<file path="src/ofdwq_pkg.sv">
// Shared types and constants for the oldest-first dirty write-back queue.
package ofdwq_pkg;

    localparam int TABLE_DEPTH_DEF = 32;

    typedef enum logic [2:0] {
        ST_REFRESHED = 3'd0,
        ST_ADDED     = 3'd1,
        ST_DROPPED   = 3'd2,
        ST_FLUSHED   = 3'd3,
        ST_NONE      = 3'd4
    } status_t;

    // What a slot cell does on the next clock edge.
    typedef enum logic [2:0] {
        CELL_HOLD  = 3'd0,
        CELL_SHIFT = 3'd1,  // take the right neighbor's entry
        CELL_WRAP  = 3'd2,  // take the head entry (tail of the rotating ring)
        CELL_WRITE = 3'd3,  // load a new entry
        CELL_TOUCH = 3'd4   // refresh timestamp only
    } cell_cmd_t;

    typedef struct packed {
        logic [7:0]  position;
        logic [31:0] stamp;
    } slot_t;

endpackage

</file>
<file path="src/oldest_first_dirty_writeback_queue_core.sv">
// Top level: slot row, request sequencer and result register.
// Mark: the request moves to S_MARK, which loads the result register once it is free, then returns to idle.
// Flush: each removed entry is found as the row rotates once through the head cell (S_FSTART,
// S_SCAN, S_REMOVE); close-out in S_FEND at the count limit, on an empty table or if a search finds none.
// A new input is taken in the idle state, also while a result waits in the output register.
// Reset (rst_n low, async) empties the table and the result register; slot contents
// are not cleared and are never read before being written.
module oldest_first_dirty_writeback_queue_core #(
    parameter int TABLE_DEPTH = ofdwq_pkg::TABLE_DEPTH_DEF
) (
    input  logic                clk,
    input  logic                rst_n,
    input  logic                in_valid,
    output logic                in_ready,
    input  logic                req_type,
    input  logic [7:0]          position,
    input  logic [31:0]         now_ms,
    input  logic [5:0]          max_count,
    input  logic [31:0]         min_age_ms,
    output logic                out_valid,
    input  logic                out_ready,
    output ofdwq_pkg::status_t  status,
    output logic [7:0]          entry_position,
    output logic [5:0]          entries_left,
    output logic                last
);
    import ofdwq_pkg::*;

    localparam int CNT_W = $clog2(TABLE_DEPTH + 1);
    localparam int IDX_W = (TABLE_DEPTH > 1) ? $clog2(TABLE_DEPTH) : 1;

    typedef enum logic [5:0] {
        S_IDLE   = 6'b000001,
        S_MARK   = 6'b000010,
        S_FSTART = 6'b000100,
        S_SCAN   = 6'b001000,
        S_REMOVE = 6'b010000,
        S_FEND   = 6'b100000
    } state_t;

    state_t             state_reg;
    logic [CNT_W-1:0]   count_reg;
    logic [CNT_W-1:0]   emitted_reg;
    logic [IDX_W-1:0]   scan_idx_reg;
    logic [IDX_W-1:0]   best_idx_reg;
    logic [31:0]        best_time_reg;
    logic [7:0]         best_pos_reg;
    logic               found_reg;

    logic [7:0]         req_pos_reg;
    logic [31:0]        now_reg;
    logic [5:0]         maxc_reg;
    logic [31:0]        min_age_reg;

    logic               have_pend_reg;
    logic [7:0]         pend_pos_reg;
    logic [CNT_W-1:0]   pend_left_reg;

    logic               out_valid_reg;
    status_t            status_reg;
    logic [7:0]         out_pos_reg;
    logic [CNT_W-1:0]   out_left_reg;
    logic               last_reg;

    slot_t              slots [TABLE_DEPTH];
    cell_cmd_t          cmds  [TABLE_DEPTH];
    logic [TABLE_DEPTH-1:0] match;
    logic               any_match;
    logic               out_free;
    logic               can_move;
    logic               out_load;
    logic               scan_end;
    logic [31:0]        age;
    logic               elig;
    logic               take;
    slot_t              wr_slot;

    assign out_free  = !out_valid_reg || out_ready;
    assign can_move  = !have_pend_reg || out_free;
    assign any_match = |match;
    assign scan_end  = (scan_idx_reg == IDX_W'(count_reg - CNT_W'(1)));
    assign out_load  = ((state_reg == S_MARK) && out_free) ||
                       ((state_reg == S_REMOVE) && can_move && have_pend_reg) ||
                       ((state_reg == S_FEND) && out_free);

    // head of the row is examined while the row rotates
    assign age  = now_reg - slots[0].stamp;
    assign elig = (min_age_reg == 32'd0) || (age >= min_age_reg);
    assign take = elig && (!found_reg || (slots[0].stamp < best_time_reg));

    assign wr_slot.position = req_pos_reg;
    assign wr_slot.stamp    = now_reg;

    genvar gi;
    generate
        for (gi = 0; gi < TABLE_DEPTH; gi++)
        begin : g_cell
            slot_t nb_slot;
            if (gi == TABLE_DEPTH - 1)
            begin : g_tail
                assign nb_slot = '0;
            end
            else
            begin : g_mid
                assign nb_slot = slots[gi + 1];
            end

            assign match[gi] = (CNT_W'(gi) < count_reg) &&
                               (slots[gi].position == req_pos_reg);

            always_comb
            begin
                cmds[gi] = CELL_HOLD;
                case (state_reg)
                    S_MARK:
                    begin
                        if (out_free)
                        begin
                            if (match[gi])
                                cmds[gi] = CELL_TOUCH;
                            else if (!any_match && (CNT_W'(gi) == count_reg))
                                cmds[gi] = CELL_WRITE;
                        end
                    end
                    S_SCAN:
                    begin
                        if (CNT_W'(gi + 1) < count_reg)
                            cmds[gi] = CELL_SHIFT;
                        else if (CNT_W'(gi + 1) == count_reg)
                            cmds[gi] = CELL_WRAP;
                    end
                    S_REMOVE:
                    begin
                        if (can_move && (IDX_W'(gi) >= best_idx_reg) &&
                            (CNT_W'(gi + 1) < count_reg))
                            cmds[gi] = CELL_SHIFT;
                    end
                    default: cmds[gi] = CELL_HOLD;
                endcase
            end

            ofdwq_cell u_cell (
                .clk  (clk),
                .cmd  (cmds[gi]),
                .nb   (nb_slot),
                .head (slots[0]),
                .wr   (wr_slot),
                .slot (slots[gi])
            );
        end
    endgenerate

    // request fields and search payload
    always_ff @(posedge clk)
    begin
        if (state_reg == S_IDLE && in_valid)
        begin
            req_pos_reg  <= position;
            now_reg      <= now_ms;
            maxc_reg     <= max_count;
            min_age_reg  <= min_age_ms;
        end
        if (state_reg == S_SCAN && take)
        begin
            best_idx_reg  <= scan_idx_reg;
            best_time_reg <= slots[0].stamp;
            best_pos_reg  <= slots[0].position;
        end
    end

    always_ff @(posedge clk or negedge rst_n)
    begin
        if (!rst_n)
        begin
            state_reg     <= S_IDLE;
            count_reg     <= '0;
            emitted_reg   <= '0;
            scan_idx_reg  <= '0;
            found_reg     <= 1'b0;
            have_pend_reg <= 1'b0;
            pend_pos_reg  <= '0;
            pend_left_reg <= '0;
            out_valid_reg <= 1'b0;
            status_reg    <= ST_NONE;
            out_pos_reg   <= '0;
            out_left_reg  <= '0;
            last_reg      <= 1'b0;
        end
        else
        begin
            if (out_load)
                out_valid_reg <= 1'b1;
            else if (out_ready)
                out_valid_reg <= 1'b0;

            case (state_reg)
                S_IDLE:
                begin
                    if (in_valid)
                    begin
                        emitted_reg   <= '0;
                        have_pend_reg <= 1'b0;
                        state_reg     <= req_type ? S_FSTART : S_MARK;
                    end
                end
                S_MARK:
                begin
                    if (out_free)
                    begin
                        out_pos_reg   <= req_pos_reg;
                        last_reg      <= 1'b1;
                        if (any_match)
                        begin
                            status_reg   <= ST_REFRESHED;
                            out_left_reg <= count_reg;
                        end
                        else if (count_reg < CNT_W'(TABLE_DEPTH))
                        begin
                            status_reg   <= ST_ADDED;
                            out_left_reg <= count_reg + CNT_W'(1);
                            count_reg    <= count_reg + CNT_W'(1);
                        end
                        else
                        begin
                            status_reg   <= ST_DROPPED;
                            out_left_reg <= count_reg;
                        end
                        state_reg <= S_IDLE;
                    end
                end
                S_FSTART:
                begin
                    if ((32'(emitted_reg) == 32'(maxc_reg)) || (count_reg == '0))
                        state_reg <= S_FEND;
                    else
                    begin
                        scan_idx_reg <= '0;
                        found_reg    <= 1'b0;
                        state_reg    <= S_SCAN;
                    end
                end
                S_SCAN:
                begin
                    if (take)
                        found_reg <= 1'b1;
                    if (scan_end)
                        state_reg <= (found_reg || take) ? S_REMOVE : S_FEND;
                    else
                        scan_idx_reg <= scan_idx_reg + IDX_W'(1);
                end
                S_REMOVE:
                begin
                    if (can_move)
                    begin
                        // previous flushed entry is not the final one
                        if (have_pend_reg)
                        begin
                            status_reg    <= ST_FLUSHED;
                            out_pos_reg   <= pend_pos_reg;
                            out_left_reg  <= pend_left_reg;
                            last_reg      <= 1'b0;
                        end
                        have_pend_reg <= 1'b1;
                        pend_pos_reg  <= best_pos_reg;
                        pend_left_reg <= count_reg - CNT_W'(1);
                        count_reg     <= count_reg - CNT_W'(1);
                        emitted_reg   <= emitted_reg + CNT_W'(1);
                        state_reg     <= S_FSTART;
                    end
                end
                S_FEND:
                begin
                    if (out_free)
                    begin
                        last_reg      <= 1'b1;
                        if (have_pend_reg)
                        begin
                            status_reg   <= ST_FLUSHED;
                            out_pos_reg  <= pend_pos_reg;
                            out_left_reg <= pend_left_reg;
                        end
                        else
                        begin
                            status_reg   <= ST_NONE;
                            out_pos_reg  <= '0;
                            out_left_reg <= count_reg;
                        end
                        have_pend_reg <= 1'b0;
                        state_reg     <= S_IDLE;
                    end
                end
                default: state_reg <= S_IDLE;
            endcase
        end
    end

    assign in_ready       = (state_reg == S_IDLE);
    assign out_valid      = out_valid_reg;
    assign status         = status_reg;
    assign entry_position = out_pos_reg;
    assign entries_left   = 6'(out_left_reg);
    assign last           = last_reg;

    a_count_bound: assert property (@(posedge clk) disable iff (!rst_n)
        count_reg <= CNT_W'(TABLE_DEPTH))
        else $error("entry count above table depth");

    a_scan_nonempty: assert property (@(posedge clk) disable iff (!rst_n)
        (state_reg == S_SCAN) |-> (count_reg != '0))
        else $error("search running on an empty table");

    a_pend_in_flush: assert property (@(posedge clk) disable iff (!rst_n)
        have_pend_reg |-> ((state_reg == S_FSTART) || (state_reg == S_SCAN) ||
                           (state_reg == S_REMOVE) || (state_reg == S_FEND)))
        else $error("held flush result outside a flush");

    a_remove_one: assert property (@(posedge clk) disable iff (!rst_n)
        (state_reg == S_REMOVE && can_move) |=>
            (count_reg == $past(count_reg) - CNT_W'(1)))
        else $error("removal did not drop exactly one entry");

    a_mark_no_shrink: assert property (@(posedge clk) disable iff (!rst_n)
        (state_reg == S_MARK) |=> (count_reg >= $past(count_reg)))
        else $error("mark request shrank the table");

endmodule

</file>
<file path="src/ofdwq_cell.sv">
// One table slot: holds a position and a timestamp, moves data along the row.
module ofdwq_cell (
    input  logic                  clk,
    input  ofdwq_pkg::cell_cmd_t  cmd,
    input  ofdwq_pkg::slot_t      nb,
    input  ofdwq_pkg::slot_t      head,
    input  ofdwq_pkg::slot_t      wr,
    output ofdwq_pkg::slot_t      slot
);
    import ofdwq_pkg::*;

    slot_t slot_reg;
    slot_t slot_next;

    always_comb
    begin
        slot_next = slot_reg;
        case (cmd)
            CELL_HOLD:  slot_next = slot_reg;
            CELL_SHIFT: slot_next = nb;
            CELL_WRAP:  slot_next = head;
            CELL_WRITE: slot_next = wr;
            CELL_TOUCH: slot_next.stamp = wr.stamp;
            default:    slot_next = slot_reg;
        endcase
    end

    always_ff @(posedge clk)
    begin
        slot_reg <= slot_next;
    end

    assign slot = slot_reg;

endmodule
</file>
<file path="config.mk">
export PLATFORM = sky130hd
export DESIGN_NAME = oldest_first_dirty_writeback_queue_core
export DESIGN_NICKNAME = d
export VERILOG_FILES = /design/src/ofdwq_pkg.sv /design/src/oldest_first_dirty_writeback_queue_core.sv /design/src/ofdwq_cell.sv
export SDC_FILE = /design/constraint.sdc
export NUM_CORES = 2
export LEC_CHECK = 0
export BUFFER_PORTS_ARGS = -buffer_cell sky130_fd_sc_hd__buf_4
export CORE_ASPECT_RATIO = 0.5
export CORE_MARGIN = 1.5
export CORE_UTILIZATION = 40
export DETAILED_ROUTE_END_ITERATION = 7
export GPL_ROUTABILITY_DRIVEN = 0
export SYNTH_ARGS = -nofsm -noshare
export SYNTH_HDL_FRONTEND = slang
export SYNTH_SLANG_ARGS = --single-unit
export TNS_END_PERCENT = 30
</file>
<file path="constraint.sdc">
create_clock -name clk -period 14.3 [get_ports clk]
set_clock_uncertainty 0.15 [all_clocks]
set_input_delay 1.43 -clock clk [delete_from_list [all_inputs] [get_ports clk]]
set_output_delay 1.43 -clock clk [all_outputs]
set_load 0.02 [all_outputs]
</file>
==> metrics.txt <==
# TYPE chip_impl_metric gauge
chip_impl_metric{name="postRouteAntennaNets",unit=""} 0
chip_impl_info{name="netlist_top_cells_area",value="sky130_fd_sc_hd__edfxtp_1, sky130_fd_sc_hd__a221o_1, sky130_fd_sc_hd__nand2_1"} 1
chip_impl_metric{name="vias_per_cell",unit=""} 6.897
chip_impl_metric{name="postSynthCellCount",unit=""} 6924
chip_impl_info{name="slowest_stage",value="sky130_fd_sc_hd__nor4b_2"} 1
chip_impl_info{name="timing.rr.end",value="g_cell[25].u_cell.slot[3]"} 1
chip_impl_metric{name="cp_data_required_time",unit="ps"} 14590
chip_impl_metric{name="area_delta_synth_final",unit="%"} 10.71
chip_impl_metric{name="power.static_leakage",unit="nW"} 31.30
chip_impl_info{name="clock_tree_from_tritoncts",value="yes"} 1
chip_impl_metric{name="synth-seq-area-share",unit="%"} 56.13
chip_impl_metric{name="gr-total-overflow",unit=""} 0
chip_impl_metric{name="max_stage_delay",unit="ps"} 980
chip_impl_metric{name="cts_max_path_buffers",unit=""} 3
chip_impl_info{name="failed_checks",value="design-rule violations"} 1
chip_impl_info{name="hold_path_start",value="best_pos_reg[3]"} 1
chip_impl_info{name="hold_path.class",value="reg2reg"} 1
chip_impl_metric{name="p_clk_share",unit="%"} 32.4
chip_impl_metric{name="die_y",unit="um"} 314.5
chip_impl_metric{name="dp_hpwl",unit="um"} 196000
chip_impl_metric{name="placement.io_buffers",unit=""} 102
chip_impl_info{name="root_buffer",value="sky130_fd_sc_hd__clkbuf_16"} 1
chip_impl_metric{name="yosys.area.top_type_share",unit="%"} 54.26
chip_impl_metric{name="grtUsageTotal",unit="%"} 32.63
chip_impl_metric{name="max_clock_freq",unit="MHz"} 129.2
chip_impl_metric{name="largest_register_ffs",unit=""} 1280
chip_impl_metric{name="path_clk_slew",unit="ps"} 70
chip_impl_info{name="worstSetupStartpointType",value="register"} 1
chip_impl_metric{name="cts.hold.buffers_added",unit=""} 0
chip_impl_metric{name="maxSlewViolCount",unit=""} 0
chip_impl_metric{name="max_slew_margin",unit="%"} 11.96
chip_impl_info{name="cp-end-kind",value="register"} 1
chip_impl_metric{name="fp-row-count",unit=""} 114
chip_impl_metric{name="period_share",unit="%"} 54.14
chip_impl_info{name="grt_setup_unrepaired",value="false"} 1
chip_impl_info{name="leading_cell_types_by_count_after_synthesis",value="sky130_fd_sc_hd__edfxtp_1, sky130_fd_sc_hd__nand2_1, sky130_fd_sc_hd__clkbuf_1"} 1
chip_impl_metric{name="cts_resized",unit=""} 0
chip_impl_metric{name="initial_core_util",unit="%"} 40.23
chip_impl_metric{name="synthesized_flop_and_latch_total",unit=""} 1461
chip_impl_metric{name="largest_net_degree_at_the_start_of_global_routing",unit=""} 118
chip_impl_metric{name="grt_pass1_wl",unit="um"} 460600
chip_impl_metric{name="via_count_of_the_first_global_routing_pass",unit=""} 60920
chip_impl_info{name="r2r-start",value="count_reg[1]"} 1
chip_impl_metric{name="net-switching-power",unit="mW"} 4.180
chip_impl_metric{name="synth_edf_count",unit=""} 1403
chip_impl_metric{name="cts.repair_timing.setup_buffer_count",unit=""} 0
chip_impl_metric{name="power_density",unit="nW/um^2"} 140.0
chip_impl_metric{name="synth_warnings",unit=""} 0
chip_impl_metric{name="numCtsBuffers",unit=""} 146
chip_impl_metric{name="synth.avg_cell_area",unit="um^2"} 11.21
chip_impl_metric{name="r2r_slack",unit="ps"} 6560
chip_impl_metric{name="numClockSinks",unit=""} 1461
chip_impl_metric{name="antenna_found_initial",unit=""} 6
chip_impl_metric{name="comb_power_share",unit="%"} 25.0
chip_impl_metric{name="die_area",unit="um^2"} 196900
chip_impl_metric{name="worstMarginPinSlew",unit="ps"} 1311
chip_impl_metric{name="fin_setup_tns",unit="ps"} 0
chip_impl_metric{name="layout_nets",unit=""} 6891
chip_impl_metric{name="report.final.setup_viol",unit=""} 0
chip_impl_info{name="crit_type",value="reg2reg"} 1
chip_impl_info{name="post-synth-top-count-cell",value="sky130_fd_sc_hd__edfxtp_1"} 1
chip_impl_metric{name="internal_power",unit="mW"} 7.855
chip_impl_info{name="post-synth-top-area-cell",value="sky130_fd_sc_hd__edfxtp_1"} 1
chip_impl_metric{name="cp_data_arrival_time",unit="ps"} 8030
chip_impl_metric{name="maxCapViolCount",unit=""} 0
chip_impl_metric{name="syn-num-nets",unit=""} 7110
chip_impl_info{name="min_delay_worst_endpoint",value="pend_pos_reg[3]"} 1
chip_impl_metric{name="io_pins",unit=""} 103
chip_impl_metric{name="post_route_cells_drive_above_1_share",unit="%"} 11.10
chip_impl_info{name="ys_dominant_reg_cell",value="sky130_fd_sc_hd__edfxtp_1"} 1
chip_impl_metric{name="ys_types",unit=""} 91
chip_impl_metric{name="drt_pre_antenna_iters",unit=""} 8
chip_impl_metric{name="synth_area",unit="um^2"} 77650
chip_impl_metric{name="worst_skew_pair.late_latency",unit="ps"} 830
chip_impl_metric{name="die-width",unit="um"} 626.1
chip_impl_metric{name="cts_max_level",unit=""} 4
chip_impl_metric{name="final-hold-violation-count",unit=""} 0
chip_impl_metric{name="drt-initial-drc-count",unit=""} 12380
chip_impl_metric{name="netSwitchingFraction",unit="%"} 34.73
chip_impl_metric{name="placed_area",unit="um^2"} 81360
chip_impl_metric{name="placeableCoreArea",unit="um^2"} 193000
chip_impl_metric{name="worst-r2r-cell-count",unit=""} 12
chip_impl_metric{name="worst_hold_path.num_cells",unit=""} 2
chip_impl_metric{name="vdd.ir_drop.worst",unit="mV"} 0.1238
chip_impl_info{name="run_status",value="complete, but fails checks"} 1
chip_impl_metric{name="asyncSetResetFlopFracSynth",unit="%"} 3.970
chip_impl_metric{name="final-instance-count-excl-fill",unit=""} 9433
chip_impl_metric{name="drc_violations",unit=""} 5
chip_impl_metric{name="dpl.cell_count",unit=""} 9167
chip_impl_metric{name="routed_wire_length_per_instance",unit="um"} 35.01
chip_impl_metric{name="total_via_count_in_the_routed_design",unit=""} 65060
chip_impl_metric{name="cp_max_fanout",unit=""} 32
chip_impl_metric{name="finalWorstPathRequiredPeriod",unit="ps"} 7742
chip_impl_metric{name="p_seq_share",unit="%"} 42.6
chip_impl_info{name="crit_chain",value="inv_1 -> ha_1 -> nor2b_1 -> nand3b_1 -> and3_1 -> nor4_1 -> and4_1 -> nand3_4 -> nor4b_2 -> or3_1 -> or2_2 -> buf_4"} 1
chip_impl_metric{name="final_area",unit="um^2"} 85960
chip_impl_metric{name="drt-total-wl",unit="um"} 330200
==> cells in the final DEF (no fill, tap or decap), types with 15 or more instances in the layout <==
cell type / synthesis / layout
sky130_fd_sc_hd__a221o_1: 475 / 475
sky130_fd_sc_hd__a22o_1: 315 / 315
sky130_fd_sc_hd__o211ai_1: 45 / 45
sky130_fd_sc_hd__mux2_2: 20 / 20
sky130_fd_sc_hd__mux2_1: 21 / 21
sky130_fd_sc_hd__dfrtp_1: 56 / 56
sky130_fd_sc_hd__clkinv_2: 0 / 24
sky130_fd_sc_hd__nand3_1: 103 / 89
sky130_fd_sc_hd__nor2_1: 353 / 335
sky130_fd_sc_hd__nand4_1: 65 / 65
sky130_fd_sc_hd__a21o_1: 411 / 410
sky130_fd_sc_hd__and2_1: 99 / 98
sky130_fd_sc_hd__clkinv_1: 1 / 33
sky130_fd_sc_hd__ha_1: 102 / 100
sky130_fd_sc_hd__xor2_1: 118 / 118
sky130_fd_sc_hd__inv_1: 175 / 175
sky130_fd_sc_hd__a21oi_1: 134 / 124
sky130_fd_sc_hd__xnor2_1: 197 / 197
sky130_fd_sc_hd__clkbuf_1: 618 / 29
sky130_fd_sc_hd__buf_4: 34 / 365
sky130_fd_sc_hd__nor3_1: 233 / 218
sky130_fd_sc_hd__nor2_2: 2 / 15
sky130_fd_sc_hd__nor3_2: 4 / 19
sky130_fd_sc_hd__nand2b_1: 20 / 19
sky130_fd_sc_hd__o21ai_0: 278 / 275
sky130_fd_sc_hd__nor4_1: 72 / 68
sky130_fd_sc_hd__o221ai_1: 36 / 35
sky130_fd_sc_hd__nand2_1: 871 / 865
sky130_fd_sc_hd__or3_1: 23 / 22
sky130_fd_sc_hd__a22oi_1: 274 / 274
sky130_fd_sc_hd__and3_1: 47 / 41
sky130_fd_sc_hd__clkbuf_16: 0 / 150
sky130_fd_sc_hd__edfxtp_1: 1403 / 1403
sky130_fd_sc_hd__a221oi_1: 41 / 40
==> critical path: cells and delay by family (launching register included) <==
kind,cells,cell delay (ps)
adders and majority gates,1,690
buffers and inverters,2,850
DFF,1,640
and+or+nand+nor,9,4940
==> kinds of logic after synthesis <==
logic type	synth area share, %
DFF	56.13
buffers and inverters	4.783
AOI/OAI and AO/OA	21.33
adders and majority gates	1.669
muxes	0.6204
xor gates and xnor gates	3.553
and+or+nand+nor	11.91
==> layer usage <==
layer,GRT usage [%],share of wire (%),vias to the layer above
met5,0,0.013,-
met4,17.83,6.4,8
met3,10.14,15,1029
met2,45.46,40,5705
met1,45.07,38,32320
li1,-,-,26000
==> cell type report <==
cell class | count | area (um^2)
fillers | 17750 | 107000
flip-flops and latches | 1461 | 43580
multi-input cells | 4548 | 30970
clock buffers | 179 | 3862
well taps | 2610 | 3266
repair buffers | 372 | 2880
clock inverters | 83 | 726.9
inverters | 176 | 660.6
diodes | 4 | 10.01
==> worst max-delay path by stage <==
| stage | startpoint | to | slack (ps) | cells after the start |
|---|---|---|---|---|
| 2_1_floorplan | g_cell[0].u_cell.slot[2] | best_idx_reg[0] | 7420 | 21 |
| 3_3_place_gp | g_cell[0].u_cell.slot[1] | best_time_reg[12] | 6990 | 20 |
| 3_5_place_dp | g_cell[0].u_cell.slot[1] | best_time_reg[12] | 6950 | 20 |
| 4_1_cts | g_cell[0].u_cell.slot[1] | best_pos_reg[0] | 6900 | 20 |
| 5_1_grt | g_cell[0].u_cell.slot[1] | best_pos_reg[7] | 6320 | 20 |
| 6_report | count_reg[1] | g_cell[25].u_cell.slot[3] | 6560 | 12 |
==> stage by stage <==
step	util, %	power (mW)	worst slack [ps]	hold WS [ps]
final	44.54	12.04	6558	288.5
after global routing	44.54	12.30	6324	303.9
after CTS	44.54	11.90	6905	288.2
after detailed placement	42.16	8.078	6952	275.0
after global placement	42.16	8.067	6988	269.6
after floorplan	-	6.909	7423	264.6
==> power by group through the flow <==
stage / Sequential [mW] / Clock (mW) / Combinational (mW)
floorplan: 5.18 / 0 / 1.73
global placement: 5.21 / 0 / 2.86
detailed placement: 5.21 / 0 / 2.87
CTS: 5.12 / 3.90 / 2.88
global route: 5.15 / 4.06 / 3.09
finish: 5.13 / 3.90 / 3.01
Note: power is estimated with default switching activity, not from simulation.
